[src/rtl/ifsu_pkg.sv]
// shared types, constants and helpers for the indexed framebuffer unit
package ifsu_pkg;

	// default geometry and palette size
	localparam int DEF_SCREEN_WIDTH    = 320;
	localparam int DEF_SCREEN_HEIGHT   = 240;
	localparam int DEF_PALETTE_ENTRIES = 256;

	// fixed field widths
	localparam int COORD_W = 16;
	localparam int INDEX_W = 8;
	localparam int CHAN_W  = 8;
	localparam int COLOR_W = 3 * CHAN_W;
	localparam int RGB565_W = 16;

	// operation codes
	localparam logic [1:0] FUNC_FILL  = 2'd0;
	localparam logic [1:0] FUNC_CLEAR = 2'd1;
	localparam logic [1:0] FUNC_SETPAL = 2'd2;
	localparam logic [1:0] FUNC_READ  = 2'd3;

	// request payload
	typedef struct packed {
		logic [1:0]                func;
		logic signed [COORD_W-1:0] pos_x;
		logic signed [COORD_W-1:0] pos_y;
		logic signed [COORD_W-1:0] rect_width;
		logic signed [COORD_W-1:0] rect_height;
		logic [INDEX_W-1:0]        color_index;
		logic [CHAN_W-1:0]         red;
		logic [CHAN_W-1:0]         green;
		logic [CHAN_W-1:0]         blue;
	} cmd_t;

	// result payload
	typedef struct packed {
		logic [RGB565_W-1:0] pixel_rgb565;
		logic                off_screen;
	} rsp_t;

	// start command from the controller to the raster sequencer
	typedef struct packed {
		logic                      start;
		logic                      clear;
		logic signed [COORD_W-1:0] pos_x;
		logic signed [COORD_W-1:0] pos_y;
		logic signed [COORD_W-1:0] rect_width;
		logic signed [COORD_W-1:0] rect_height;
		logic [INDEX_W-1:0]        color_index;
	} ras_cmd_t;

	// truncate a 24-bit color (red high) to rgb565
	function automatic logic [RGB565_W-1:0] to_rgb565(input logic [COLOR_W-1:0] c);
		return {c[23:19], c[15:10], c[7:3]};
	endfunction

endpackage

[src/rtl/ifsu_raster.sv]
// rectangle clip and write-address sequencer for fill and clear sweeps
module ifsu_raster #(
	parameter int SCREEN_WIDTH  = ifsu_pkg::DEF_SCREEN_WIDTH,
	parameter int SCREEN_HEIGHT = ifsu_pkg::DEF_SCREEN_HEIGHT,
	parameter int AW = (SCREEN_WIDTH * SCREEN_HEIGHT > 1) ?
		$clog2(SCREEN_WIDTH * SCREEN_HEIGHT) : 1
) (
	input  logic                         clk,
	input  logic                         arst_n,
	input  ifsu_pkg::ras_cmd_t           cmd,
	output logic                         idle,
	output logic                         we,
	output logic [AW-1:0]                waddr,
	output logic [ifsu_pkg::INDEX_W-1:0] wdata
);
	import ifsu_pkg::*;

	localparam int XW = (SCREEN_WIDTH > 1) ? $clog2(SCREEN_WIDTH) : 1;
	localparam int YW = (SCREEN_HEIGHT > 1) ? $clog2(SCREEN_HEIGHT) : 1;
	localparam int NPIX = SCREEN_WIDTH * SCREEN_HEIGHT;
	localparam logic signed [16:0] WS = 17'(SCREEN_WIDTH);
	localparam logic signed [16:0] HS = 17'(SCREEN_HEIGHT);
	localparam logic [AW-1:0] LAST_ADDR = AW'(NPIX - 1);
	localparam logic [AW-1:0] ROW_STEP  = AW'(SCREEN_WIDTH);

	localparam logic [1:0] R_IDLE  = 2'd0;
	localparam logic [1:0] R_BASE  = 2'd1;
	localparam logic [1:0] R_FILL  = 2'd2;
	localparam logic [1:0] R_CLEAR = 2'd3;

	logic [1:0]         state_q;
	logic [AW-1:0]      addr_q;
	logic [AW-1:0]      row_q;
	logic [INDEX_W-1:0] data_q;
	logic [XW-1:0]      x0_q, xl_q, cx_q;
	logic [YW-1:0]      y0_q, yl_q, cy_q;
	logic               empty_q;

	logic signed [16:0] xs, xe, x0s, x1s, xls;
	logic signed [16:0] ys, ye, y0s, y1s, yls;
	logic               empty;
	logic [AW-1:0]      base;

	// clip the rectangle against the screen
	always_comb begin
		xs  = {cmd.pos_x[15], cmd.pos_x};
		xe  = xs + {cmd.rect_width[15], cmd.rect_width};
		x0s = xs[16] ? '0 : xs;
		x1s = (xe > WS) ? WS : xe;
		xls = x1s - 17'sd1;
		ys  = {cmd.pos_y[15], cmd.pos_y};
		ye  = ys + {cmd.rect_height[15], cmd.rect_height};
		y0s = ys[16] ? '0 : ys;
		y1s = (ye > HS) ? HS : ye;
		yls = y1s - 17'sd1;
		empty = (x1s <= x0s) || (y1s <= y0s);
	end

	// first covered pixel
	assign base = AW'(y0_q * SCREEN_WIDTH) + AW'(x0_q);

	// sweep sequencer
	always_ff @(posedge clk or negedge arst_n) begin
		if (!arst_n) begin
			state_q <= R_IDLE;
		end else begin
			case (state_q)
				R_IDLE: begin
					if (cmd.start) begin
						state_q <= cmd.clear ? R_CLEAR : R_BASE;
					end
				end
				R_BASE: begin
					state_q <= empty_q ? R_IDLE : R_FILL;
				end
				R_FILL: begin
					if (cx_q == xl_q && cy_q == yl_q) begin
						state_q <= R_IDLE;
					end
				end
				R_CLEAR: begin
					if (addr_q == LAST_ADDR) begin
						state_q <= R_IDLE;
					end
				end
				default: state_q <= R_IDLE;
			endcase
		end
	end

	// address and extent registers
	always_ff @(posedge clk) begin
		case (state_q)
			R_IDLE: begin
				addr_q  <= '0;
				data_q  <= cmd.color_index;
				x0_q    <= x0s[XW-1:0];
				xl_q    <= xls[XW-1:0];
				y0_q    <= y0s[YW-1:0];
				yl_q    <= yls[YW-1:0];
				empty_q <= empty;
			end
			R_BASE: begin
				row_q  <= base;
				addr_q <= base;
				cx_q   <= x0_q;
				cy_q   <= y0_q;
			end
			R_FILL: begin
				if (cx_q == xl_q) begin
					cx_q   <= x0_q;
					cy_q   <= cy_q + 1'b1;
					row_q  <= row_q + ROW_STEP;
					addr_q <= row_q + ROW_STEP;
				end else begin
					cx_q   <= cx_q + 1'b1;
					addr_q <= addr_q + 1'b1;
				end
			end
			R_CLEAR: begin
				addr_q <= addr_q + 1'b1;
			end
			default: begin
				addr_q <= addr_q;
			end
		endcase
	end

	assign idle  = (state_q == R_IDLE);
	assign we    = (state_q == R_FILL) || (state_q == R_CLEAR);
	assign waddr = addr_q;
	assign wdata = data_q;
endmodule
[config.mk]
export PLATFORM = sky130hd
export DESIGN_NAME = ifsu_raster
export DESIGN_NICKNAME = d
export VERILOG_FILES = /design/src/rtl/ifsu_pkg.sv /design/src/rtl/ifsu_raster.sv
export SDC_FILE = /design/constraint.sdc
export NUM_CORES = 1
export LEC_CHECK = 0
export BUFFER_PORTS_ARGS = -buffer_cell sky130_fd_sc_hd__clkbuf_2
export CAP_MARGIN = 20
export CORE_MARGIN = 3
export CORE_UTILIZATION = 55
export CTS_BUF_LIST = sky130_fd_sc_hd__clkbuf_2
export CTS_CLUSTER_DIAMETER = 50
export CTS_CLUSTER_SIZE = 12
export DETAILED_ROUTE_END_ITERATION = 8
export GPL_ROUTABILITY_DRIVEN = 0
export PLACE_DENSITY = 0.83
export SLEW_MARGIN = 5
export SYNTH_ARGS = -nofsm -noshare
export SYNTH_HDL_FRONTEND = slang
export SYNTH_SLANG_ARGS = --single-unit
[constraint.sdc]
create_clock -name clk -period 2.5 [get_ports clk]
set_input_delay 0.125 -clock clk [delete_from_list [all_inputs] [get_ports clk]]
set_output_delay 0.125 -clock clk [all_outputs]
set_load 0.01 [all_outputs]
==> results of run 1 <==
-- timing repair --
| action | 4_1_cts | 5_1_grt |
|---|---|---|
| pin swaps | 35 | 31 |
| gates cloned | 0 | 0 |
| setup endpoints to repair | 18 | 52 |
| hold buffers | 26 | 1 |
| buffers inserted | 12 | 15 |
| resized for setup | 55 | 52 |
| endpoints found under the hold margin | 25 | 1 |
-- path summary, 6_finish.rpt --
| kind | startpoint | cells after the start | slack (ns) | end |
|---|---|---|---|---|
| min reg2reg | row_q[5]$_DFFE_PP_ | 2 | 0.54 | waddr[5]$_DFF_P_ |
| min in group asynchronous | arst_n | 3 | 0.35 | state_q[0]$_DFFE_PN0P_ |
| max | cmd[40] | 20 | -1.12 | empty_q$_DFFE_PP_ |
| max in group asynchronous | arst_n | 3 | 2.03 | state_q[1]$_DFFE_PN0P_ |
| min | cmd[71] | 3 | 0.08 | x0_q[0]$_DFFE_PP_ |
| max reg2reg | y0_q[3]$_DFFE_PP_ | 12 | -0.21 | waddr[14]$_DFF_P_ |
-- logic make-up (layout without fill, tap and decap cells) --
| group | count (synthesis) | count (layout) |
|---|---|---|
| xor gates and xnor gates | 101 | 101 |
| adders and majority gates | 91 | 91 |
| and+or+nand+nor | 320 | 320 |
| buffers and inverters | 64 | 409 |
| other | 0 | 1 |
| DFF | 96 | 96 |
| muxes | 11 | 11 |
| AOI/OAI and AO/OA | 190 | 190 |
-- state kept, by name, indices dropped and copies added, names as in the netlist --
register,cells
empty_q,1
yl_q,8
waddr,17
state_q,2
row_q,17
xl_q,9
y0_q,8
cx_q,9
cy_q,8
wdata,8
x0_q,9
-- worst reg2reg max path, stage by stage, from the launching register on --
cell and delay [ns]:
edfxtp_1 0.47, ha_1 0.31, ha_2 0.18, inv_2 0.04, fa_2 0.34, nor2b_1 0.12
o21a_1 0.17, nor2_2 0.07, xnor2_2 0.19, nand3_2 0.14, xor2_2 0.18, a222oi_1 0.37
nor2_1 0.09
-- routing by layer --
metal	GRT usage [%]	up-vias	wire, um
met5	0	-	0
met4	10.98	0	1034
met3	3.116	98	1464
met2	48.88	418	12200
met1	33.49	3861	9561
li1	-	3883	-
-- cells in the mapped netlist (5+ instances only) --
master	instances
edfxtp_1	77
nand2_1	63
nand2b_1	37
and3_1	7
nor2b_1	21
o2111ai_1	7
ha_1	87
a211oi_1	10
or3_1	6
a21oi_1	48
nand3_1	30
nor4_1	5
mux2_2	7
o21a_1	11
clkbuf_1	20
a21o_1	14
nor2_1	90
a222oi_1	14
and2_1	11
o211ai_1	5
xor2_1	45
nor3_1	22
o21ai_0	35
inv_1	41
a31oi_1	7
nand4_1	14
xnor2_1	56
dfxtp_1	17
-- where the power goes --
group / switching (uW) / internal (uW) / leakage, uW
logic: 1020 / 1040 / 0.00406
clock network: 545 / 343 / 0.0000853
registers: 0 / 1730 / 0.000888
-- layout make-up --
cell class / instances / area, um2 / area share (%)
antenna: 1 / 2.502 / 0.02193
clock buffer: 9 / 45.04 / 0.3948
clock inverter: 7 / 98.84 / 0.8663
inverter: 41 / 156.4 / 1.371
multi-input combinational: 713 / 5638 / 49.41
sequential: 96 / 2703 / 23.69
tap: 180 / 225.2 / 1.974
timing repair buffer: 352 / 2541 / 22.27
-- through the flow --
| stage | setup TNS, ns | util (%) | instances |
|---|---|---|---|
| detailed placement | -15.09 | 73.30 | 1331 |
| finish | -7.201 | 80.94 | 1399 |
| CTS | -3.394 | 78.48 | 1384 |
| floorplan | -9.557 | - | 873 |
| global route | -9.115 | 80.94 | 1399 |
| global placement | -13.66 | 73.30 | 1331 |
-- cells in the final DEF (no fill, tap or decap), types with 6 or more instances in the layout --
| master | n |
|---|---|
| dlygate4sd3_1 | 27 |
| buf_6 | 17 |
| o21ai_0 | 27 |
| xnor2_1 | 50 |
| nand2_1 | 56 |
| a222oi_1 | 14 |
| nor2_1 | 88 |
| and3_1 | 7 |
| nand3_1 | 24 |
| xor2_2 | 6 |
| nor2b_1 | 21 |
| nand4_1 | 14 |
| edfxtp_1 | 77 |
| ha_4 | 7 |
| nand2b_1 | 36 |
| dfxtp_1 | 17 |
| and2_1 | 9 |
| nor3_1 | 17 |
| o21a_1 | 11 |
| clkbuf_2 | 108 |
| a21oi_1 | 42 |
| xor2_1 | 39 |
| mux2_2 | 7 |
| inv_1 | 36 |
| a21o_1 | 14 |
| buf_4 | 207 |
| a21oi_2 | 6 |
| ha_1 | 77 |
==> flow_summary.yaml, run 1 <==
run_status:
  outcome: "complete, but fails checks"
  violations: "setup timing"
global_routing:
  grt_antenna_before_repair: 1
  overflow: 0
  grt_max_degree: 47
  grt_pass1_vias: 7975
  grtUsageTotal_pct: 27.32
  grt_pass1_wl_um: 36500
synthesis:
  synth-simple-area-share_pct: 19.63
  synth_top_family_by_area: "simple AND/OR/NAND/NOR gates"
  synth_area_um2: 8043
  synthCells: 873
  synth_warnings: 0
  synthMuxAreaShare_pct: 1.478
  yosysSeqAreaShare_pct: 33.60
  async_reset_ff_share_pct: 2.083
  synth_compound_area_share_pct: 16.63
  synth_cell_types: 64
  synth_nets: 1040
  ys_top_cells_by_area: "edfxtp_1 29%, ha_1 14%, xnor2_1 6.1%"
  synth_top_area_share_pct: 28.75
  yosys.area_share.xor_xnor_pct: 11.00
  postSynthAreaPerCell_um2: 9.213
  synth_adder_area_share_pct: 14.53
  ys.flop_type: "edfxtp_1"
  yosysTopAreaCell: "edfxtp_1"
  ys_ff_latch: 96
  synth_edf_count: 77
floorplanning:
  coreArea_um2: 14100
  die_y_um: 126.9
  start_util_pct: 57.06
  die_area_um2: 16110
  die_x_um: 126.9
  ios: 103
  rows: 43
placed_design:
  place_hpwl_um: 16380
  dp_slack_ns: -1.548
  placed_cell_area_um2: 10330
  io_buffers: 102
timing:
  worst_pin_slew_ns: 0.5353
  setup_violations: 23
  finClkSkew_ns: 0.05510
  setup_slack_ns: -1.117
  fin_crit_sh_pct: 144.7
  slew_violations: 0
  finalHoldWorstSlack_ns: 0.07788
  fin_crit_ns: 3.617
  rsz0062_at_grt: "true"
  hold_viol: 0
  slew_headroom_pct: 63.98
  fmax_ghz: 0.2765
route:
  first_pass_iters: 8
  ant_nets: 0
  remaining_drc_errors: 0
  vias: 8260
  drtIter0Drc: 706
  post_drt_wl_per_cell_um: 17.34
  wirelength_um: 24260
  vias_per_cell: 5.904
worst_setup_path:
  crit_path_cell_trace: "buf_8 -> ha_4 -> fa_2 -> a21oi_2 -> o211ai_1 -> a31oi_2 -> xnor2_2 -> a2111oi_4 -> nand4_2 -> o21ai_4 -> and2_1 -> ha_1 -> nor2b_1 -> o21a_1 -> o21a_1 -> o21ai_2 -> nand2b_1 -> a21oi_1 -> o2111ai_1 -> nand4_1"
  cp-start-kind: "primary input"
  worstPathRequired_ns: 2.94
  arrival_ns: 4.06
  slowest_delay_ns: 0.40
  worst-path-buf-inv: 1
  critPathSlowestCell: "fa_2"
  crit_family: "compound AO/OA/AOI/OAI gates"
  path_class: "primary input to flop"
  worstPathMaxFanout: 8
  endpoint_kind: "flop"
  worst_path_most_repeated_cell: "o21a_1"
hold_path:
  hold_class: "primary input to flop"
clock_network:
  cts_root_buf: "clkbuf_2"
  h-tree-depth: 3
  clock_sinks: 96
  cts_buffer_depth: 2
  cts_made_buffers: 9
  cts_tree: "done"
  clk_pin_slew_worst_paths_ns: 0.25
  clkLatencyLatePin_ns: 0.59
final_layout:
  fin_area_um2: 11410
  synthToLayoutAreaGrowth_pct: 41.86
  fill_cells: 814
  nNetsFinal: 1380
  layout-drive-gt1-share_pct: 36.95
pwr:
  cellPowerDensity_nw_per_um2: 410.4
  power_leakage_uw: 0.005036
  ir_worst_vdd_mv: 0.2129
  finalPower_uw: 4683
flow_run:
  maxCapViolations: 0
(Power assumes the default switching activity.)
==> run 2: changes to the inputs <==
--- a/config.mk
+++ b/config.mk
@@ -7,14 +7,15 @@
 export LEC_CHECK = 0
 export BUFFER_PORTS_ARGS = -buffer_cell sky130_fd_sc_hd__clkbuf_2
 export CAP_MARGIN = 20
+export CORE_ASPECT_RATIO = 1.2
 export CORE_MARGIN = 3
-export CORE_UTILIZATION = 55
+export CORE_UTILIZATION = 35
 export CTS_BUF_LIST = sky130_fd_sc_hd__clkbuf_2
 export CTS_CLUSTER_DIAMETER = 50
 export CTS_CLUSTER_SIZE = 12
 export DETAILED_ROUTE_END_ITERATION = 8
 export GPL_ROUTABILITY_DRIVEN = 0
-export PLACE_DENSITY = 0.83
+export PLACE_DENSITY = 0.59
 export SLEW_MARGIN = 5
 export SYNTH_ARGS = -nofsm -noshare
 export SYNTH_HDL_FRONTEND = slang
==> run 2 against run 1 <==
Effect of this change: the flow still finishes with violations (setup timing); first-iteration DRC count down 57%; worst hold slack worse by 0.023 ns; final area is 0.49% lower; global-route usage decreased by 11 points; critical path depth down 4; clock-buffer cell count grew 1; fmax rose by 5.8%; core utilization shrank 31 points; power decreased by 5.6%; clock power down 11%; clock skew is 0.0091 ns lower.
==> flow_summary.yaml, run 2 (synthesis gave the netlist of run 1 again) <==
clock_network:
  cts_made_buffers: 9
  clk_pin_slew_worst_paths_ns: 0.24
  cts_tree: "done"
  h-tree-depth: 3
  clkLatencyLatePin_ns: 0.57
  cts_buffer_depth: 2
  clock_sinks: 96
  cts_root_buf: "clkbuf_2"
worst_setup_path:
  worst-path-buf-inv: 1
  path_class: "primary input to flop"
  worstPathRequired_ns: 2.82
  arrival_ns: 3.74
  worstPathMaxFanout: 4
  crit_path_cell_trace: "buf_6 -> ha_4 -> fa_2 -> xor2_2 -> or3_4 -> o2111a_1 -> a2111oi_4 -> nand4_4 -> o21ai_4 -> nand2_1 -> ha_1 -> nand4_1 -> nor4_1 -> or4_1 -> a21oi_2 -> nand4_1"
  endpoint_kind: "flop"
  crit_family: "simple AND/OR/NAND/NOR gates"
  slowest_delay_ns: 0.52
  worst_path_most_repeated_cell: "nand4_1"
  critPathSlowestCell: "or4_1"
  cp-start-kind: "primary input"
global_routing:
  grt_antenna_before_repair: 1
  grt_max_degree: 64
  grtUsageTotal_pct: 16.36
  grt_pass1_wl_um: 33580
  grt_pass1_vias: 7457
  overflow: 0
placed_design:
  place_hpwl_um: 16580
  placed_cell_area_um2: 10450
  io_buffers: 102
timing:
  rsz0062_at_grt: "true"
  fin_crit_sh_pct: 136.7
  finalHoldWorstSlack_ns: 0.05524
  worst_pin_slew_ns: 0.5523
  setup_slack_ns: -0.9180
  fin_crit_ns: 3.418
  hold_viol: 0
  fmax_ghz: 0.2926
  slew_headroom_pct: 63.18
  slew_violations: 0
  finClkSkew_ns: 0.04595
  setup_violations: 17
route:
  ant_nets: 0
  remaining_drc_errors: 0
  post_drt_wl_per_cell_um: 14.03
  first_pass_iters: 6
  vias_per_cell: 5.064
  wirelength_um: 20820
  drtIter0Drc: 305
  vias: 7515
final_layout:
  layout-drive-gt1-share_pct: 35.38
  nNetsFinal: 1366
  post-route-util_pct: 50.41
  layout_common_cells: "196 x buf_4, 108 x clkbuf_2, 90 x nor2_1"
  final_common_cell: "buf_4"
  fin_area_um2: 11350
  synthToLayoutAreaGrowth_pct: 41.16
floorplanning:
  start_util_pct: 35.71
  die_y_um: 172.1
  coreArea_um2: 22520
  rows: 60
  die_x_um: 144.4
  die_area_um2: 24840
  ios: 103
pwr:
  power_leakage_uw: 0.004957
  cellPowerDensity_nw_per_um2: 389.5
  ir_worst_vdd_mv: 0.1426
run_status:
  violations: "setup timing"
  outcome: "complete, but fails checks"
flow_run:
  maxCapViolations: 0
hold_path:
  hold_class: "primary input to flop"
[run 2: worst reg2reg max path, cell delays in order, from the launching register on]
cell      delay [ns]
edfxtp_1        0.46
ha_1            0.30
ha_2            0.18
inv_2           0.04
fa_2            0.34
nor2b_1         0.12
o21a_1          0.15
nor2_1          0.05
xnor2_1         0.19
nand3_1         0.16
xor2_1          0.20
a222oi_1        0.40
nor2_1          0.07
[run 2: stage by stage]
| stage | worst slack (ns) | total power [uW] | TNS [ns] | instances |
|---|---|---|---|---|
| floorplan | -1.337 | 2720 | -9.557 | 873 |
| global placement | -1.484 | 3414 | -14.64 | 1427 |
| detailed placement | -1.569 | 3433 | -15.65 | 1427 |
| CTS | -0.7828 | 4382 | -4.511 | 1478 |
| global route | -1.055 | 4703 | -7.245 | 1484 |
| finish | -0.9180 | 4422 | -5.044 | 1484 |
[run 2: report_power, final]
group / switching, uW / internal, uW / total (uW)
sequential: 0 / 1730 / 1730
combinational: 904 / 993 / 1900
clock: 543 / 251 / 794
total: 1450 / 2970 / 4420
[run 2: final timing paths]
check                                   start                endpoint  slack [ns]  cells after the start
setup / recovery                      cmd[40]       empty_q$_DFFE_PP_       -0.92                     16
hold / removal                        cmd[63]       x0_q[7]$_DFFE_PP_        0.06                      4
setup reg to reg            y0_q[3]$_DFFE_PP_       waddr[14]$_DFF_P_       -0.22                     12
hold reg to reg            row_q[4]$_DFFE_PP_        waddr[4]$_DFF_P_        0.53                      2
max in group asynchronous              arst_n  state_q[0]$_DFFE_PN0P_        2.02                      3
min in group asynchronous              arst_n  state_q[1]$_DFFE_PN0P_        0.36                      3
[run 2: timing repair]
action	in CTS	in global routing
endpoints found under the hold margin	22	1
pin swaps	26	40
resized for setup	40	59
cloned	1	0
hold buffers	23	1
setup buffers	12	10
setup endpoints to repair	18	25
[run 2: per-layer routing]
layer  track usage, %  routed length, um  up-vias
li1                 -                  -     3853
met1            19.75               9015     3475
met2            29.37              10550      145
met3            1.715                527       42
met4            7.018                723        0
met5                0                  0        -
[run 2: area by class of cell]
cell class	instances	area, um2
Inverter	41	156.4
Tap cell	279	349.1
Antenna cell	1	2.502
Fill cell	2132	11170
Multi-Input combinational cell	714	5590
Clock buffer	10	50.05
Clock inverter	6	73.82
Sequential cell	96	2703
Timing Repair Buffer	337	2429
==> run 3: changes to the inputs <==
--- a/config.mk
+++ b/config.mk
@@ -9,13 +9,13 @@
 export CAP_MARGIN = 20
 export CORE_ASPECT_RATIO = 1.2
 export CORE_MARGIN = 3
-export CORE_UTILIZATION = 35
+export CORE_UTILIZATION = 23
 export CTS_BUF_LIST = sky130_fd_sc_hd__clkbuf_2
 export CTS_CLUSTER_DIAMETER = 50
 export CTS_CLUSTER_SIZE = 12
 export DETAILED_ROUTE_END_ITERATION = 8
 export GPL_ROUTABILITY_DRIVEN = 0
-export PLACE_DENSITY = 0.59
+export PLACE_DENSITY = 0.44
 export SLEW_MARGIN = 5
 export SYNTH_ARGS = -nofsm -noshare
 export SYNTH_HDL_FRONTEND = slang
==> run 3 against run 2 <==
Effect of this change: the flow still finishes with violations (setup timing); non-clock buffer count fell by 1; worst hold slack improved by 0.033 ns; critical path type unchanged; power shrank 1.3%; sequential share of layout area shrank 0.39 points.
==> flow_summary.yaml, run 3 (synthesis gave the netlist of run 1 again) <==
run_status:
  outcome: "complete, but fails checks"
  violations: "setup timing"
worst_setup_path:
  reg2reg_to: "waddr[16]$_DFF_P_"
  worstPathMaxFanout: 8
  regToRegSetupSlack_ns: -0.15
  cp-start-kind: "primary input"
  reg2reg_from: "y0_q[4]$_DFFE_PP_"
  arrival_ns: 3.77
  worstPathRequired_ns: 2.99
  reg2reg_depth: 12
  endpoint_kind: "flop"
  path_class: "primary input to flop"
floorplanning:
  ios: 103
  die_x_um: 176.7
  die_area_um2: 37260
  die_y_um: 210.8
  start_util_pct: 23.48
  rows: 74
  coreArea_um2: 34260
timing:
  finClkSkew_ns: 0.04064
  fmax_ghz: 0.3045
  rsz0062_at_grt: "true"
  slew_headroom_pct: 70.09
  hold_viol: 0
  fin_crit_sh_pct: 131.4
  worst_pin_slew_ns: 0.4476
  fin_crit_ns: 3.284
  slew_violations: 0
  setup_violations: 15
  setup_slack_ns: -0.7843
route:
  first_pass_iters: 6
  ant_nets: 0
  wirelength_um: 22790
  remaining_drc_errors: 0
  post_drt_wl_per_cell_um: 13.71
  vias_per_cell: 4.462
  vias: 7416
  drtIter0Drc: 371
global_routing:
  overflow: 0
  grt_max_degree: 55
  grtUsageTotal_pct: 12.40
  grt_pass1_wl_um: 37540
  grt_antenna_before_repair: 1
  grt_pass1_vias: 7569
final_layout:
  layout-drive-gt1-share_pct: 34.63
  seqCellArea_um2: 2703
  layout_common_cells: "196 x buf_4, 110 x clkbuf_2, 88 x nor2_1"
  stdcell_count: 1662
  nNetsFinal: 1366
  fill_cells: 3657
  final_common_cell: "buf_4"
  post-route-util_pct: 33.69
  synthToLayoutAreaGrowth_pct: 43.51
  multi_input_area_um2: 5584
clock_network:
  cts_root_buf: "clkbuf_2"
  cts_made_buffers: 9
  cts_tree: "done"
  h-tree-depth: 3
  cts_buffer_depth: 2
  clkLatencyLatePin_ns: 0.64
  clk_pin_slew_worst_paths_ns: 0.23
  clock_sinks: 96
placed_design:
  dp.cells: 1607
  io_buffers: 102
  dp_slack_ns: -1.599
  place_hpwl_um: 18670
hold_path:
  hold_start: "cmd[57]"
  hold_class: "primary input to flop"
  holdPathEnd: "x0_q[1]$_DFFE_PP_"
  min_path_cells: 4
pwr:
  finalPower_uw: 4365
  power_leakage_uw: 0.004934
  cellPowerDensity_nw_per_um2: 378.2
  ir_worst_vdd_mv: 0.1991
flow_run:
  maxCapViolations: 0
## run 3: cell count changes in the layout (fill, tap and decap cells not counted), moves of 3 or more
cell           previous run  this run
buf_6                    17         9
dlygate4sd3_1            24        28
nand2_1                  54        59
nand2_4                   5         2
xnor2_1                  54        51
xnor2_2                   0         4
xor2_2                    5         2
## run 3: power by group
group	switching, uW	leakage, uW	internal, uW	total [uW]
registers	0	0.000888	1730	1730
clock network	548	0.0000748	242	790
logic	880	0.00397	964	1840
## run 3: metrics by stage
stage          setup TNS [ns]  hold slack [ns]  cell area [um2]
2_1_floorplan          -9.557          -0.1706             8210
3_3_place_gp           -15.41         -0.08818            10700
3_5_place_dp           -15.97         -0.08381            10700
4_1_cts                -4.156          0.01710            11380
5_1_grt                -6.462          0.02123            11540
6_report               -3.788          0.08808            11540
## run 3: how the worst max path moves through the flow
| stage | startpoint | endpoint | slack, ns | depth (start not counted) |
|---|---|---|---|---|
| 6_report | cmd[56] | empty_q$_DFFE_PP_ | -0.78 | 20 |
| 3_5_place_dp | cmd[40] | empty_q$_DFFE_PP_ | -1.60 | 20 |
| 2_1_floorplan | cmd[24] | empty_q$_DFFE_PP_ | -1.34 | 18 |
| 4_1_cts | cmd[40] | empty_q$_DFFE_PP_ | -0.71 | 16 |
| 3_3_place_gp | cmd[40] | empty_q$_DFFE_PP_ | -1.53 | 20 |
| 5_1_grt | cmd[56] | empty_q$_DFFE_PP_ | -0.96 | 19 |
## run 3: timing repair
item | CTS | global route
endpoints found under the setup margin | 18 | 22
endpoints found under the hold margin | 28 | 0
buffers inserted | 10 | 2
gates cloned | 2 | 0
pin swaps | 31 | 26
gates resized for setup | 40 | 37
hold buffers | 28 | 0
## run 3: routing by layer
layer	up-vias	global-route usage, %	part of all wire [%]
met5	-	0	0
met4	0	3.631	1.7
met3	20	1.492	2.6
met2	109	22.54	51
met1	3426	15.35	45
li1	3861	-	-
## run 3: area by class of cell
class | count | area share (%)
Antenna cell | 2 | 0.04336
Timing Repair Buffer | 336 | 20.87
Tap cell | 456 | 4.943
Sequential cell | 96 | 23.41
Clock buffer | 10 | 0.4336
Multi-Input combinational cell | 715 | 48.38
Clock inverter | 6 | 0.5637
Inverter | 41 | 1.355
## run 3: critical path, cell delays in order
cell and delay (ns):
clkbuf_2 0.10, ha_4 0.16, fa_2 0.38, xor2_1 0.17, or3_1 0.33, or3b_4 0.40, nor3_4 0.20, o311ai_2 0.12
o31ai_2 0.19, buf_4 0.18, and2_4 0.15, ha_4 0.19, nor2b_1 0.12, o21a_1 0.16, o21a_1 0.16, o21a_1 0.16
o21a_1 0.16, o21bai_1 0.16, a21oi_2 0.07, nand4_1 0.09
